===== config.mk =====
export PLATFORM = sky130hd
export DESIGN_NAME = midi_track_event_parser_top
export DESIGN_NICKNAME = d
export VERILOG_FILES = /design/src/sv/mtep_pkg.sv /design/src/sv/mtep_core.sv /design/src/sv/midi_track_event_parser_top.sv
export SDC_FILE = /design/constraint.sdc
export NUM_CORES = 1
export LEC_CHECK = 0
export BUFFER_PORTS_ARGS = -buffer_cell sky130_fd_sc_hd__buf_2
export CAP_MARGIN = 20
export CORE_ASPECT_RATIO = 1.25
export CORE_MARGIN = 3
export CORE_UTILIZATION = 63
export CTS_CLUSTER_DIAMETER = 100
export DETAILED_ROUTE_END_ITERATION = 8
export PLACE_DENSITY = 0.84
export SLEW_MARGIN = 20
export SYNTH_ARGS = -nofsm -noshare
export SYNTH_HDL_FRONTEND = slang
export SYNTH_SLANG_ARGS = --single-unit

===== constraint.sdc =====
create_clock -name i_clk -period 23.5 [get_ports i_clk]
set_clock_uncertainty 0.05 [all_clocks]
set_input_delay 4.7 -clock i_clk [delete_from_list [all_inputs] [get_ports i_clk]]
set_output_delay 4.7 -clock i_clk [all_outputs]
set_load 0.02 [all_outputs]

===== src/sv/mtep_pkg.sv =====
`timescale 1ns / 1ps

package mtep_pkg;

    // parser phase within one track event
    typedef enum logic [2:0] {
        P_DELTA  = 3'd0,
        P_STATUS = 3'd1,
        P_CH1    = 3'd2,
        P_CH2    = 3'd3,
        P_MTYPE  = 3'd4,
        P_MLEN   = 3'd5,
        P_SLEN   = 3'd6,
        P_PAY    = 3'd7
    } t_phase;

    typedef enum logic [2:0] {
        K_CHANNEL = 3'd0,
        K_META    = 3'd1,
        K_SYSEX   = 3'd2,
        K_PAYLOAD = 3'd3,
        K_ERROR   = 3'd4
    } t_kind;

    localparam logic [7:0] ST_META     = 8'hFF;
    localparam logic [7:0] ST_SYSEX    = 8'hF0;
    localparam logic [7:0] SYSEX_END   = 8'hF7;
    localparam logic [7:0] META_EOT    = 8'h2F;
    localparam logic [3:0] HI_PROGRAM  = 4'hC;
    localparam logic [3:0] HI_PRESSURE = 4'hD;
    localparam logic [7:0] ST_SYSTEM   = 8'hF0;

    localparam int unsigned VLQ_W   = 28;
    localparam int unsigned TIME_W  = 32;
    localparam int unsigned TAG_W   = 16;
    localparam logic [2:0]  VLQ_MAX = 3'd4;

    typedef struct packed {
        logic                 sysex_more;
        logic                 end_of_track;
        logic                 last;
        logic [TAG_W-1:0]     track_tag;
        logic [TIME_W-1:0]    abs_time;
        logic [7:0]           payload;
        logic [VLQ_W-1:0]     data_len;
        logic [7:0]           second_param;
        logic [7:0]           first_param;
        logic [3:0]           channel;
        logic [7:0]           status_code;
        t_kind                kind;
    } t_result;

    function automatic t_phase body_phase(input logic [7:0] st);
        t_phase ph;
        if (st == ST_META) begin
            ph = P_MTYPE;
        end else if (st >= ST_SYSTEM) begin
            ph = P_SLEN;
        end else begin
            ph = P_CH1;
        end
        return ph;
    endfunction

endpackage


===== src/sv/mtep_core.sv =====
`timescale 1ns / 1ps

module mtep_core (
    input  logic                      i_clk,
    input  logic                      i_rst_n,
    input  logic                      i_step,
    input  logic [7:0]                i_byte,
    input  logic                      i_start,
    input  logic                      i_end,
    input  logic [mtep_pkg::TAG_W-1:0] i_track_tag,
    output logic                      o_res_valid,
    output mtep_pkg::t_result         o_res
);

    mtep_pkg::t_phase                  r_phase, n_phase;
    logic [mtep_pkg::VLQ_W-1:0]        r_vlq, n_vlq;
    logic [2:0]                        r_cnt, n_cnt;
    logic [mtep_pkg::TIME_W-1:0]       r_time, n_time;
    logic [7:0]                        r_prev, n_prev;
    logic                              r_prev_ok, n_prev_ok;
    logic [7:0]                        r_cur, n_cur;
    logic [7:0]                        r_held, n_held;
    logic [mtep_pkg::VLQ_W-1:0]        r_left, n_left;
    logic                              r_done, n_done;

    always_comb begin
        mtep_pkg::t_phase            c_phase, b_phase;
        logic [mtep_pkg::VLQ_W-1:0]  c_vlq, c_left, v_vlq, left_m;
        logic [2:0]                  c_cnt, v_cnt;
        logic [mtep_pkg::TIME_W-1:0] c_time;
        logic [7:0]                  c_prev, c_cur, c_held, b_cur, b_held;
        logic                        c_prev_ok, c_done, v_full, run_body, do_fail;
        logic                        is_meta, eot, lastb, stop;

        // a track start clears the per-track state before the byte is used
        c_phase   = i_start ? mtep_pkg::P_DELTA : r_phase;
        c_vlq     = i_start ? '0 : r_vlq;
        c_cnt     = i_start ? '0 : r_cnt;
        c_time    = i_start ? '0 : r_time;
        c_prev    = i_start ? '0 : r_prev;
        c_prev_ok = i_start ? 1'b0 : r_prev_ok;
        c_cur     = i_start ? '0 : r_cur;
        c_held    = i_start ? '0 : r_held;
        c_left    = i_start ? '0 : r_left;
        c_done    = i_start ? 1'b0 : r_done;

        n_phase   = c_phase;
        n_vlq     = c_vlq;
        n_cnt     = c_cnt;
        n_time    = c_time;
        n_prev    = c_prev;
        n_prev_ok = c_prev_ok;
        n_cur     = c_cur;
        n_held    = c_held;
        n_left    = c_left;
        n_done    = c_done;

        v_vlq   = {c_vlq[mtep_pkg::VLQ_W-8:0], i_byte[6:0]};
        v_cnt   = c_cnt + 3'd1;
        v_full  = !i_byte[7] || (v_cnt >= mtep_pkg::VLQ_MAX);
        left_m  = c_left - {{(mtep_pkg::VLQ_W-1){1'b0}}, 1'b1};
        lastb   = (left_m == '0);
        b_cur   = c_cur;
        b_held  = c_held;
        b_phase = c_phase;
        run_body = 1'b0;
        do_fail  = 1'b0;
        is_meta  = 1'b0;
        eot      = 1'b0;
        stop     = 1'b0;

        o_res_valid = 1'b0;
        o_res = '0;

        if (!c_done) begin
            case (c_phase)
                mtep_pkg::P_DELTA: begin
                    n_vlq = v_vlq;
                    n_cnt = v_cnt;
                    if (v_full) begin
                        n_time  = c_time + {{(mtep_pkg::TIME_W-mtep_pkg::VLQ_W){1'b0}}, v_vlq};
                        n_vlq   = '0;
                        n_cnt   = '0;
                        n_phase = mtep_pkg::P_STATUS;
                    end
                    do_fail = i_end;
                end
                mtep_pkg::P_STATUS: begin
                    if (i_byte[7]) begin
                        n_cur     = i_byte;
                        n_prev    = i_byte;
                        n_prev_ok = 1'b1;
                        n_held    = '0;
                        n_phase   = mtep_pkg::body_phase(i_byte);
                        do_fail   = i_end;
                    end else if (!c_prev_ok) begin
                        do_fail = 1'b1;
                    end else begin
                        // running status: the byte is the first body byte
                        n_cur    = c_prev;
                        n_held   = '0;
                        b_cur    = c_prev;
                        b_held   = '0;
                        b_phase  = mtep_pkg::body_phase(c_prev);
                        n_phase  = b_phase;
                        run_body = 1'b1;
                    end
                end
                default: begin
                    run_body = 1'b1;
                end
            endcase

            if (run_body) begin
                case (b_phase)
                    mtep_pkg::P_CH1: begin
                        if (b_cur[7:4] == mtep_pkg::HI_PROGRAM ||
                            b_cur[7:4] == mtep_pkg::HI_PRESSURE) begin
                            o_res_valid        = 1'b1;
                            o_res.kind         = mtep_pkg::K_CHANNEL;
                            o_res.status_code  = b_cur;
                            o_res.channel      = b_cur[3:0];
                            o_res.first_param  = i_byte;
                            o_res.last         = 1'b1;
                            n_phase = mtep_pkg::P_DELTA;
                            n_vlq   = '0;
                            n_cnt   = '0;
                            n_left  = '0;
                            stop    = i_end;
                        end else if (i_end) begin
                            do_fail = 1'b1;
                        end else begin
                            n_held  = i_byte;
                            n_phase = mtep_pkg::P_CH2;
                        end
                    end
                    mtep_pkg::P_CH2: begin
                        o_res_valid        = 1'b1;
                        o_res.kind         = mtep_pkg::K_CHANNEL;
                        o_res.status_code  = b_cur;
                        o_res.channel      = b_cur[3:0];
                        o_res.first_param  = b_held;
                        o_res.second_param = i_byte;
                        o_res.last         = 1'b1;
                        n_phase = mtep_pkg::P_DELTA;
                        n_vlq   = '0;
                        n_cnt   = '0;
                        n_left  = '0;
                        stop    = i_end;
                    end
                    mtep_pkg::P_MTYPE: begin
                        if (i_end) begin
                            do_fail = 1'b1;
                        end else begin
                            n_held  = i_byte;
                            n_vlq   = '0;
                            n_cnt   = '0;
                            n_phase = mtep_pkg::P_MLEN;
                        end
                    end
                    mtep_pkg::P_MLEN, mtep_pkg::P_SLEN: begin
                        n_vlq = v_vlq;
                        n_cnt = v_cnt;
                        if (!v_full) begin
                            do_fail = i_end;
                        end else if (v_vlq != '0 && i_end) begin
                            do_fail = 1'b1;
                        end else begin
                            is_meta = (b_phase == mtep_pkg::P_MLEN);
                            eot     = is_meta && (b_held == mtep_pkg::META_EOT);
                            o_res_valid        = 1'b1;
                            o_res.kind         = is_meta ? mtep_pkg::K_META
                                                         : mtep_pkg::K_SYSEX;
                            o_res.status_code  = b_cur;
                            o_res.first_param  = is_meta ? b_held : 8'h00;
                            o_res.data_len     = v_vlq;
                            o_res.last         = (v_vlq == '0);
                            o_res.end_of_track = eot;
                            if (v_vlq == '0) begin
                                n_phase = mtep_pkg::P_DELTA;
                                n_vlq   = '0;
                                n_cnt   = '0;
                                n_left  = '0;
                                stop    = i_end || eot;
                            end else begin
                                n_left  = v_vlq;
                                n_phase = mtep_pkg::P_PAY;
                            end
                        end
                    end
                    mtep_pkg::P_PAY: begin
                        n_left = left_m;
                        if (!lastb && i_end) begin
                            do_fail = 1'b1;
                        end else begin
                            eot = (b_cur == mtep_pkg::ST_META) &&
                                  (b_held == mtep_pkg::META_EOT);
                            o_res_valid        = 1'b1;
                            o_res.kind         = mtep_pkg::K_PAYLOAD;
                            o_res.status_code  = b_cur;
                            o_res.data_len     = c_vlq;
                            o_res.payload      = i_byte;
                            o_res.last         = lastb;
                            o_res.end_of_track = eot;
                            o_res.sysex_more   = lastb && (b_cur == mtep_pkg::ST_SYSEX) &&
                                                 (i_byte != mtep_pkg::SYSEX_END);
                            if (lastb) begin
                                n_phase = mtep_pkg::P_DELTA;
                                n_vlq   = '0;
                                n_cnt   = '0;
                                n_left  = '0;
                                stop    = i_end || eot;
                            end
                        end
                    end
                    default: begin
                        do_fail = 1'b1;
                    end
                endcase
            end

            if (stop) begin
                n_done = 1'b1;
            end

            // error result overrides whatever the byte would have given
            if (do_fail) begin
                n_done  = 1'b1;
                n_phase = mtep_pkg::P_DELTA;
                n_vlq   = '0;
                n_cnt   = '0;
                o_res_valid = 1'b1;
                o_res       = '0;
                o_res.kind  = mtep_pkg::K_ERROR;
                o_res.last  = 1'b1;
            end
        end

        o_res.abs_time  = n_time;
        o_res.track_tag = i_track_tag;
    end

    always_ff @(posedge i_clk) begin
        if (!i_rst_n) begin
            r_phase   <= mtep_pkg::P_DELTA;
            r_vlq     <= '0;
            r_cnt     <= '0;
            r_time    <= '0;
            r_prev    <= '0;
            r_prev_ok <= 1'b0;
            r_cur     <= '0;
            r_held    <= '0;
            r_left    <= '0;
            r_done    <= 1'b0;
        end else if (i_step) begin
            r_phase   <= n_phase;
            r_vlq     <= n_vlq;
            r_cnt     <= n_cnt;
            r_time    <= n_time;
            r_prev    <= n_prev;
            r_prev_ok <= n_prev_ok;
            r_cur     <= n_cur;
            r_held    <= n_held;
            r_left    <= n_left;
            r_done    <= n_done;
        end
    end

endmodule


===== src/sv/midi_track_event_parser_top.sv =====
// Track event parser for standard MIDI file data. One track byte enters per
// request on the slave stream and each byte gives at most one result on the
// master stream, so the block sustains one byte per clock cycle while the
// master side accepts; a byte's result is loaded into the result register as
// the byte leaves the input register (the parse logic sits between the two),
// and a stalled master side holds the input register and then the slave side.
// The parse state (delta-time count, running status, meta/sysex length and
// payload countdown) is updated once per byte in a single pass. Register
// track_index answers every address of the APB port and is stamped on every
// result; write it only while idle.
`timescale 1ns / 1ps

module midi_track_event_parser_top (
    input  logic         i_clk,
    input  logic         i_rst_n,
    // slave stream
    input  logic         s_axis_tvalid,
    output logic         s_axis_tready,
    input  logic [7:0]   s_axis_tdata,   // [7:0] data_byte
    input  logic         s_axis_tlast,   // track_end
    input  logic [0:0]   s_axis_tuser,   // [0] track_start
    // master stream
    output logic         m_axis_tvalid,
    input  logic         m_axis_tready,
    // [7:0] status_code, [11:8] channel, [19:12] first_param,
    // [27:20] second_param, [55:28] data_len, [63:56] payload,
    // [95:64] abs_time, [111:96] track_tag
    output logic [111:0] m_axis_tdata,
    output logic         m_axis_tlast,   // last
    output logic [4:0]   m_axis_tuser,   // [2:0] kind, [3] end_of_track, [4] sysex_more
    // configuration
    input  logic         psel,
    input  logic         penable,
    input  logic         pwrite,
    input  logic [1:0]   paddr,
    input  logic [31:0]  pwdata,
    output logic [31:0]  prdata,
    output logic         pready
);

    logic [mtep_pkg::TAG_W-1:0] r_track_index;

    logic       r_in_valid;
    logic [7:0] r_in_byte;
    logic       r_in_start;
    logic       r_in_end;

    logic              r_out_valid;
    mtep_pkg::t_result r_out;

    logic              out_free;
    logic              step;
    logic              res_valid;
    mtep_pkg::t_result res;

    // only one register, so every word address maps onto it
    assign pready = 1'b1;
    assign prdata = {{(32-mtep_pkg::TAG_W){1'b0}}, r_track_index};

    always_ff @(posedge i_clk) begin
        if (!i_rst_n) begin
            r_track_index <= '0;
        end else if (psel && penable && pwrite && pready && (paddr[1:0] == 2'd0 ||
                     paddr[1:0] != 2'd0)) begin
            r_track_index <= pwdata[mtep_pkg::TAG_W-1:0];
        end
    end

    assign out_free      = !r_out_valid || m_axis_tready;
    assign step          = r_in_valid && out_free;
    assign s_axis_tready = !r_in_valid || out_free;

    always_ff @(posedge i_clk) begin
        if (!i_rst_n) begin
            r_in_valid <= 1'b0;
        end else if (s_axis_tvalid && s_axis_tready) begin
            r_in_valid <= 1'b1;
        end else if (step) begin
            r_in_valid <= 1'b0;
        end
    end

    always_ff @(posedge i_clk) begin
        if (s_axis_tvalid && s_axis_tready) begin
            r_in_byte  <= s_axis_tdata;
            r_in_start <= s_axis_tuser[0];
            r_in_end   <= s_axis_tlast;
        end
    end

    mtep_core u_core (
        .i_clk       (i_clk),
        .i_rst_n     (i_rst_n),
        .i_step      (step),
        .i_byte      (r_in_byte),
        .i_start     (r_in_start),
        .i_end       (r_in_end),
        .i_track_tag (r_track_index),
        .o_res_valid (res_valid),
        .o_res       (res)
    );

    always_ff @(posedge i_clk) begin
        if (!i_rst_n) begin
            r_out_valid <= 1'b0;
        end else if (step) begin
            r_out_valid <= res_valid;
        end else if (m_axis_tready) begin
            r_out_valid <= 1'b0;
        end
    end

    always_ff @(posedge i_clk) begin
        if (step && res_valid) begin
            r_out <= res;
        end
    end

    assign m_axis_tvalid = r_out_valid;
    assign m_axis_tlast  = r_out.last;
    assign m_axis_tuser  = {r_out.sysex_more, r_out.end_of_track, r_out.kind};
    assign m_axis_tdata  = {r_out.track_tag, r_out.abs_time, r_out.payload,
                            r_out.data_len, r_out.second_param, r_out.first_param,
                            r_out.channel, r_out.status_code};

endmodule


==> flow_results.org, run 1 <==
** STA
- Post-Route Hold Slack :: 399 ps
- At the pin with the least slew margin, the transition time is 974 ps.
- Setup repair after global routing left no endpoint under its margin.
- In this run the tightest slew margin relative to its limit is around a third.
- Top achievable clock speed :: 100 MHz
- Final setup viols :: 0
- The clock period could shrink to between 9000 and 10,000 ps.
- Sum of negative setup slack :: 0 ps
- Final cycle utilization of the critical path :: between 40% and 50%
- In the post-route analysis, the smallest setup slack over all paths is 13,510 ps.
- Final Max Tran Viols :: 0
- The hold violation count in the final report is 0.

** Die
- Initial Utilization :: 64.5%
- The die is 175 microns tall.
- Top Ports :: 204
- Number of rows created at floorplan :: 61
- Die footprint :: 24,800 sq um
- The floorplan step set the die width to 141 microns.
- Core Area :: 22,400 sq um

** Clock network
- CTS tree :: yes
- The clock reaches the later pin of the worst-skew pair after 570 ps.
- Setup repair bufs after CTS :: 0
- Clock transition at the registers of the reported paths :: about 60 ps
- Clock Sinks :: 266
- In this run, CTS created clock tree buffers numbering 27.
- CTS root buffer :: clkbuf_16
- Post-cts repair resize count :: 0
- Maximum level of the CTS H-tree :: 1
- For this design, the CTS-stage hold fixing added 0 buffers.
- Longest Clk Path Bufs :: 3

** Route
- Detailed-route DRC error count :: 0
- Dividing the detail-routed wire length by the instance count gives 21.3 microns.
- The routed design has 42.8 mm of wire.
- Post-route antenna net violation count :: 0
- After detailed routing, the number of vias per cell comes to 6.60.
- DRT Pass-1 Iters :: 9
- Initial DRC count :: 1,470
- Routed vias :: 13,300

** Synthesis
- Number of instances in the synthesized netlist :: roughly 1,600
- Warnings from Yosys :: 0
- Yosys mapped a number of flops with a built-in enable equal to 128.
- The cell area that synthesis handed to floorplanning was 14,400 sq um.
- Total of flip-flops plus latches after synthesis :: 266
- Largest cells by area after synthesis :: edfxtp_1 27%, dfxtp_1 19%, nand2_1 5.6%
- nand2_1 is the most common cell in the netlist.
- Sequential element share of the synthesized area :: 45.8%
- The number of different library cells used by synthesis comes to between 80 and 90.
- Each instance of the synthesized netlist takes up on average between 8 and 9 sq um.
- In the synthesized netlist the dominant register cell turns out to be dfxtp_1.
- Summed over all instances, the cell type with the most area after synthesis is edfxtp_1.
- In the synthesized netlist the async set-or-reset flop fraction comes to 0%.
- In this run the biggest area consumer among cell types represents 26.6% of the synthesized area.
- Most numerous cell types in the synthesized netlist :: 214 x nand2_1, 143 x nor2_1, 138 x dfxtp_1

** Layout
- The repair_antennas step left the layout with diodes totalling 0.
- Net count of the finished layout :: 1,788
- Layout cell share with drive strength beyond 1 :: 15.8%
- Layout overhead on the synthesized area :: 11.9%
- Filler Cells Inserted :: 1,653

** Placed design
- Timing analysis after detailed placement gives a worst setup slack of around 14,000 ps.
- Buffers placed on the I/O ports in this run total between 150 and 200.
- Routability-driven placement finished with a final weighted congestion of approximately 1.
- Detailed placement finished with a half-perimeter wire length of 29.0 mm.

** Critical path
- Element type at the critical path end :: primary output
- Crit path required time :: between 15,000 and 20,000 ps
- STA classifies the critical path startpoint as an input pin.
- Worst setup slack for register-to-register paths :: 16,330 ps
- At the worst endpoint, the arrival time is 5240 ps.
- The worst setup path is of the input pin to primary output kind.
- In this run the worst path has a maximum fanout of 3.

** Global route
- The via count of the first global-routing pass is 12,600.
- First-pass GRT wire length :: 67.0 mm
- Entering global routing, the biggest net connects 87 pins.
- After global routing the overflow that remains totals 0.
- Antenna violations before repair :: 1
- Overall routing resource usage :: 33.4%

** Job
- Across the run, the number of max-cap violations was 0.

** Status
- Outcome :: finished clean

** Power
- Largest voltage drop on the vdd net :: 0.0000661 V
- Power density over the cells :: ~66 nW/um^2
- The analysis attributes to cell leakage a power of 5.99 nW.

** Min path
- The tightest min-delay check is of the register to register type.
## cell usage in the layout, fill, tap and decap left out, types with 8 or more instances in the layout
master	instances
xor2_1	16
nand2_1	214
nor2b_1	69
a31oi_1	19
nor2_1	142
a21o_1	12
o21ai_0	92
a22oi_1	49
or3_1	13
nand2b_1	14
and2_1	19
xnor2_1	20
ha_1	31
clkbuf_16	27
inv_1	19
nor4_1	17
nand3_1	36
nand4_1	14
a22o_1	33
edfxtp_1	128
mux2i_1	18
o21a_1	13
buf_4	23
a21oi_1	122
a32oi_1	12
conb_1	17
dfxtp_1	138
and3_1	23
nor3_1	35
o31ai_1	8
o21ai_1	16
buf_2	168
## worst paths after layout
path                           from           endpoint  cells after the start
setup / recovery      m_axis_tready      s_axis_tready                      4
hold / removal    u_core.r_time[13]  u_core.r_time[13]                      2
setup reg to reg         r_in_start   m_axis_tdata[82]                     15
hold reg to reg   u_core.r_time[13]  u_core.r_time[13]                      2
## state kept, by name (all words and copies together), names as in the netlist, 5 cells and up
register and cells:
u_core.r_held 8, m_axis_tdata 112, u_core.r_cur 8, u_core.r_left 28, u_core.r_prev 8, u_core.r_vlq 28
m_axis_tuser 5, u_core.r_time 32, r_track_index 16, r_in_byte 8
## logic make-up after synthesis
family,count (synthesis),share of synthesized area (%)
AND/OR/NAND/NOR,636,21.6
AO/OA/AOI/OAI,451,20.4
flip-flops,266,45.8
buffers and inverters,159,5.26
XOR/XNOR,36,2.19
adder cells (fa/ha/maj),32,2.83
multiplexers,26,1.89
other,2,0.0521
## power by group
group / total (W) / switching, W / internal [W]
Combinational: 0.000108 / 0.0000750 / 0.0000327
Sequential: 0.000508 / 0.00000950 / 0.000498
Clock: 0.000456 / 0.000185 / 0.000271
## worst max-delay path, stage by stage
cell,delay [ps]
buf_2,100
nor2b_1,180
nand2_1,100
buf_2,160
## metrics by stage
stage	total power [W]	util [%]	cell area, sq um	instances
after detailed placement	0.000622	68.0	15200	1959
final	0.00107	72.2	16100	2009
after global placement	0.000620	68.0	15200	1959
after global routing	0.00110	72.2	16100	2009
after floorplan	0.000595	-	14500	1623
after CTS	0.00107	72.2	16100	2009
## routing by layer
metal,up-vias,wire length (microns),track usage [%]
met5,-,19,0
met4,2,2100,15.2
met3,196,4620,6.79
met2,850,20000,54.8
met1,6198,16100,42.7
li1,6019,-,-
## cell type report
class | count | area (sq um) | share of cell area [%]
clock buffer | 35 | 756 | 4.68
clock inverter | 15 | 191 | 1.19
inverter | 21 | 78.8 | 0.488
multi-input combinational | 1198 | 7140 | 44.3
sequential | 266 | 6610 | 40.9
tap | 283 | 354 | 2.19
timing repair buffer | 191 | 1010 | 6.28
No activity file was read; power rests on OpenSTA's default activity.
==> run 2: changes to the inputs <==
ABC_AREA = 1   (was unset)
CORE_UTILIZATION = 53   (was 63)
PLACE_DENSITY = 0.74   (was 0.84)
clock period = 8 ns   (was 23.5 ns; I/O delays follow)
==> run 2 against run 1 <==
  * Wire length increased by 24%
  * Critical path depth increased by 13
  * Via count grew 19%
  * Critical endpoint is now m_axis_tdata[43]
==> flow_results.org, run 2 <==
** STA
- Post-Route Hold Slack :: 405 ps (+6.72 ps)
- Sum of negative setup slack :: 0 ps (unchanged)
- Worst-case headroom to the max-slew limit :: 29.2% (-5.6 points)
- Setup repair after global routing left no endpoint under its margin.
- Static timing analysis puts the maximum clock frequency at 183 MHz.
- The worst path needs 5460 ps of the cycle, external delays included.
- Number of hold violations in the final report :: 0 (unchanged)
- The actual transition at the worst max-transition pin is 1060 ps (+85.5 ps).
- PnR worst setup slack :: 2540 ps (-10,970 ps)
- Final cycle utilization of the critical path :: approximately two thirds
- Final setup viols :: 0 (unchanged)
- Final Max Tran Viols :: 0 (unchanged)

** Die
- The overall die width was 161 microns (+14%).
- The count of pins on the block boundary came to 204 (unchanged).
- The starting density of the core is 54.3% (-10 points).
- Die Y-Extent :: 200 microns (+14%)
- Die footprint :: 32,400 sq um (+31%)
- Core Area :: 29,500 sq um (+32%)
- Number of rows created at floorplan :: 70 (+15%)

** Synthesis
- The number of flops mapped to enable cells by yosys was 128 (unchanged).
- The area share of the largest cell type after synthesis was 24.0% (-2.6 points).
- Synth Area in Compound Gates :: 19.4% (-1.0 points)
- Area share of xor/xnor cells in the synthesized design :: 1.04% (-1.1 points)
- The count of warnings emitted by yosys is 0 (unchanged).
- The largest total area in the synthesized netlist belongs to edfxtp_1.
- Most numerous cell types in the synthesized netlist :: 491 x nand2_1, 269 x inv_1, 243 x o21ai_0
- Prevailing post-synth register cell :: dfxtp_1
- The synthesis-stage register bit count was 266 (unchanged).
- The number of library cell types mapped by synthesis is 58 (-31%).
- Largest cells by area after synthesis :: edfxtp_1 24%, dfxtp_1 17%, nand2_1 12%
- The sequential element share of the synthesized area is 41.2% (-4.5 points).
- The synthesized netlist cell count is 2,215 (+38%).
- Yosys instantiated no cell more often than nand2_1.
- Synth Area in Simple Gates :: 24.4% (+2.8 points)
- The mean post-synth cell area is 7.23 sq um (-19%).
- Mux contribution to synthesized area :: 0% (-1.9 points)
- Dominant combinational cell family by area after synthesis :: simple AND/OR/NAND/NOR gates
- The share of synthesized cell area in full adder, half adder and majority cells came to 2.55% (-0.28 points).
- Ys async rst share :: 0% (unchanged)
- Cell area after synthesis :: 16,000 sq um (+11%)

** Critical path
- Tracing the worst setup path back leads to its startpoint at r_in_start.
- The delay of the slowest critical-path stage was 700 ps (+520 ps).
- The setup path with the least slack is of type register to register.
- Critical-path cell list :: buf_4, inv_6, nand2_2, nor2_2, nand2_2, nor2_4, inv_2, nand2_1, nand2_1, nor2_1, nand2_1, nand2_1, nor2_4, nand2_1, nand2_1, inv_4, buf_12
- Crit path required time :: 8180 ps (-10,570 ps)
- The data arrival time at the worst-slack endpoint came to 5630 ps (+390 ps).
- The worst register-to-register path ends at m_axis_tdata[43].
- Among all stages on the critical path, the largest delay is contributed by nor2_1.
- The worst setup path is launched from a register.
- Element type at the critical path end :: register
- By instance count, the cell type seen most on the critical path is nand2_1.
- CP Capture Point :: m_axis_tdata[43]
- Worst setup slack for register-to-register paths :: 2540 ps (-13,790 ps)
- Maximum fanout count along the critical path :: 74 (+71)
- The cell depth of the worst flop-to-flop path was 17 (+2).
- The worst register-to-register path begins at r_in_start.

** Clock network
- Post-cts repair resize count :: 0 (unchanged)
- The insertion delay to the later sink of the worst-skew pair came to 570 ps (about the same).
- Clock Sinks :: 266 (unchanged)
- The maximum clock path buffer count is 3 (unchanged).
- The number of buffers added for setup after CTS came to 0 (unchanged).
- Number of hold buffers added after cts :: 0 (unchanged)
- Number of buffers created by CTS :: 29 (+7.4%)
- The clock-pin transition on the worst setup and hold timing paths came to 60 ps (about the same).
- The number of levels the H-tree was split into came to 1 (unchanged).
- CTS tree :: yes
- CTS root buffer :: clkbuf_16

** Power
- Power Internal :: 0.00244 W (+200%)
- Switching share of total power :: 27.4% (+2.3 points)
- Power density over the cells :: 189 nW/um^2 (+180%)
- The share of power burned in combinational logic came to 12.9% (+2.9 points).
- The fraction of power consumed by the clock network was 41.8% (-0.8 points).
- Switching Power :: 0.000921 W (+240%)
- Leakage dissipation :: 7.68 nW (+28%)
- Fraction of power consumed by sequential logic :: 45.3% (-2.1 points)
- Design Power :: 0.00336 W (+210%)
- The largest voltage drop on the vdd net came to 0.000159 V (+140%).

** Route
- The number of vias per cell after detailed routing is 5.79 (-12%).
- Detailed-route DRC error count :: 0 (unchanged)
- Initial DRC count :: 1,822 (+24%)
- The detailed-router iteration count before antenna repair is 6 (-3).
- The per-cell routed wire length is 19.4 microns (-9.0%).
- The wire length reported by the detailed router came to 53.0 mm (+24%).
- The count of vias placed by the detailed router is 15,800 (+19%).
- Post-route antenna net violation count :: 0 (unchanged)

** Global route
- Number of global-route vias before repair :: 14,600 (+16%)
- The number of antenna violations at the first check in global routing was 1 (unchanged).
- The pin count of the biggest net entering global routing came to 75 (-14%).
- Aggregate global routing overflow :: 0 (unchanged)
- The global-route wire length before repair is 81.1 mm (+21%).
- Overall routing resource usage :: 31.5% (-2.0 points)

** Layout
- Layout cell share with drive strength beyond 1 :: 13.4% (-2.4 points)
- The flip-flop count of the largest register after layout came to 112 (unchanged).
- Layout overhead on the synthesized area :: 11.3%
- Leaving out fill and tap cells, the most frequent cell in the layout is nand2_1.
- The number of nets in the finished design was 2,397 (+34%).
- The number of diodes was 0 (unchanged).
- Leaving out fill and tap cells, the most frequent cells in the layout are 491 x nand2_1, 267 x inv_1, 243 x o21ai_0.
- Final non-filler cell area :: 17,800 sq um (+10%)

** Placed design
- Post-detail-place hpwl :: 37.9 mm (+31%)
- Routability Congestion :: 1.04 (+6.0%)
- Placement-stage worst setup slack :: 2690 ps (-10,820 ps)
- The placed standard-cell area is 16,800 sq um (+11%).
- The number of port buffers is 168 (unchanged).

** Status
- The flow ran to the end, and the final reports show no timing, DRC or antenna violations.

** Min path
- Type of the tightest min-delay check :: register to register

** Job
- Max_cap viols :: 0 (unchanged)
[run 2: changes by cell type after synthesis, sizes merged, moves of 22 or more]
cell,change
nand2,+291
inv,+260
o21ai,+146
a21oi,+95
nand3,+94
nor2b,-69
nor2,+66
a22oi,-46
a22o,-33
o22ai,+27
clkbuf,-23
and3,-22
[run 2: routing by layer]
layer | share of wire, % | up-vias | track usage [%]
met3 | 8.4 | 190 | 4.34
met1 | 39 | 7315 | 39.3
li1 | - | 7514 | -
met2 | 46 | 800 | 52.0
met4 | 6.5 | 2 | 18.3
met5 | 0.023 | - | 0
[run 2: power by group through the flow]
| stage | Combinational [W] | Clock, W | Sequential, W |
|---|---|---|---|
| after floorplan | 0.000287 | 0 | 0.00157 |
| after global placement | 0.000419 | 0 | 0.00155 |
| after detailed placement | 0.000425 | 0 | 0.00155 |
| after CTS | 0.000427 | 0.00142 | 0.00152 |
| after global routing | 0.000478 | 0.00148 | 0.00153 |
| final | 0.000433 | 0.00141 | 0.00152 |
[run 2: worst min path at each step]
stage	slack [ps]	end	start	cells past startpoint
3_5_place_dp	390	m_axis_tdata[111]	r_track_index[15]	0
2_1_floorplan	380	m_axis_tdata[100]	r_track_index[4]	0
5_1_grt	420	m_axis_tdata[96]	r_track_index[0]	0
6_report	410	m_axis_tdata[96]	r_track_index[0]	0
3_3_place_gp	390	m_axis_tdata[110]	r_track_index[14]	0
4_1_cts	400	m_axis_tdata[111]	r_track_index[15]	0
[run 2: stage by stage]
step | util (%) | instances
floorplan | - | 2230
global placement | 57.0 | 2679
detailed placement | 57.0 | 2679
CTS | 60.4 | 2733
global route | 60.4 | 2733
finish | 60.4 | 2733
[run 2: logic make-up after synthesis]
family | count (synthesis)
xor+xnor | 19
buf+inv | 416
flops | 266
other cells | 2
simple gates | 917
fa+ha+maj | 32
compound gates | 563
[run 2: final cells by class]
type	count	area [sq um]
inverters	286	1080
well taps	396	495
clock inverters	15	165
fillers	2742	11700
repair buffers	183	966
flip-flops and latches	266	6610
clock buffers	39	845
multi-input cells	1548	7660
[run 2: worst max-delay path, delay by kind of cell, from the launching register on]
family | cells | cell delay, ps
flops | 1 | 360
simple gates | 12 | 2780
buf+inv | 5 | 1780
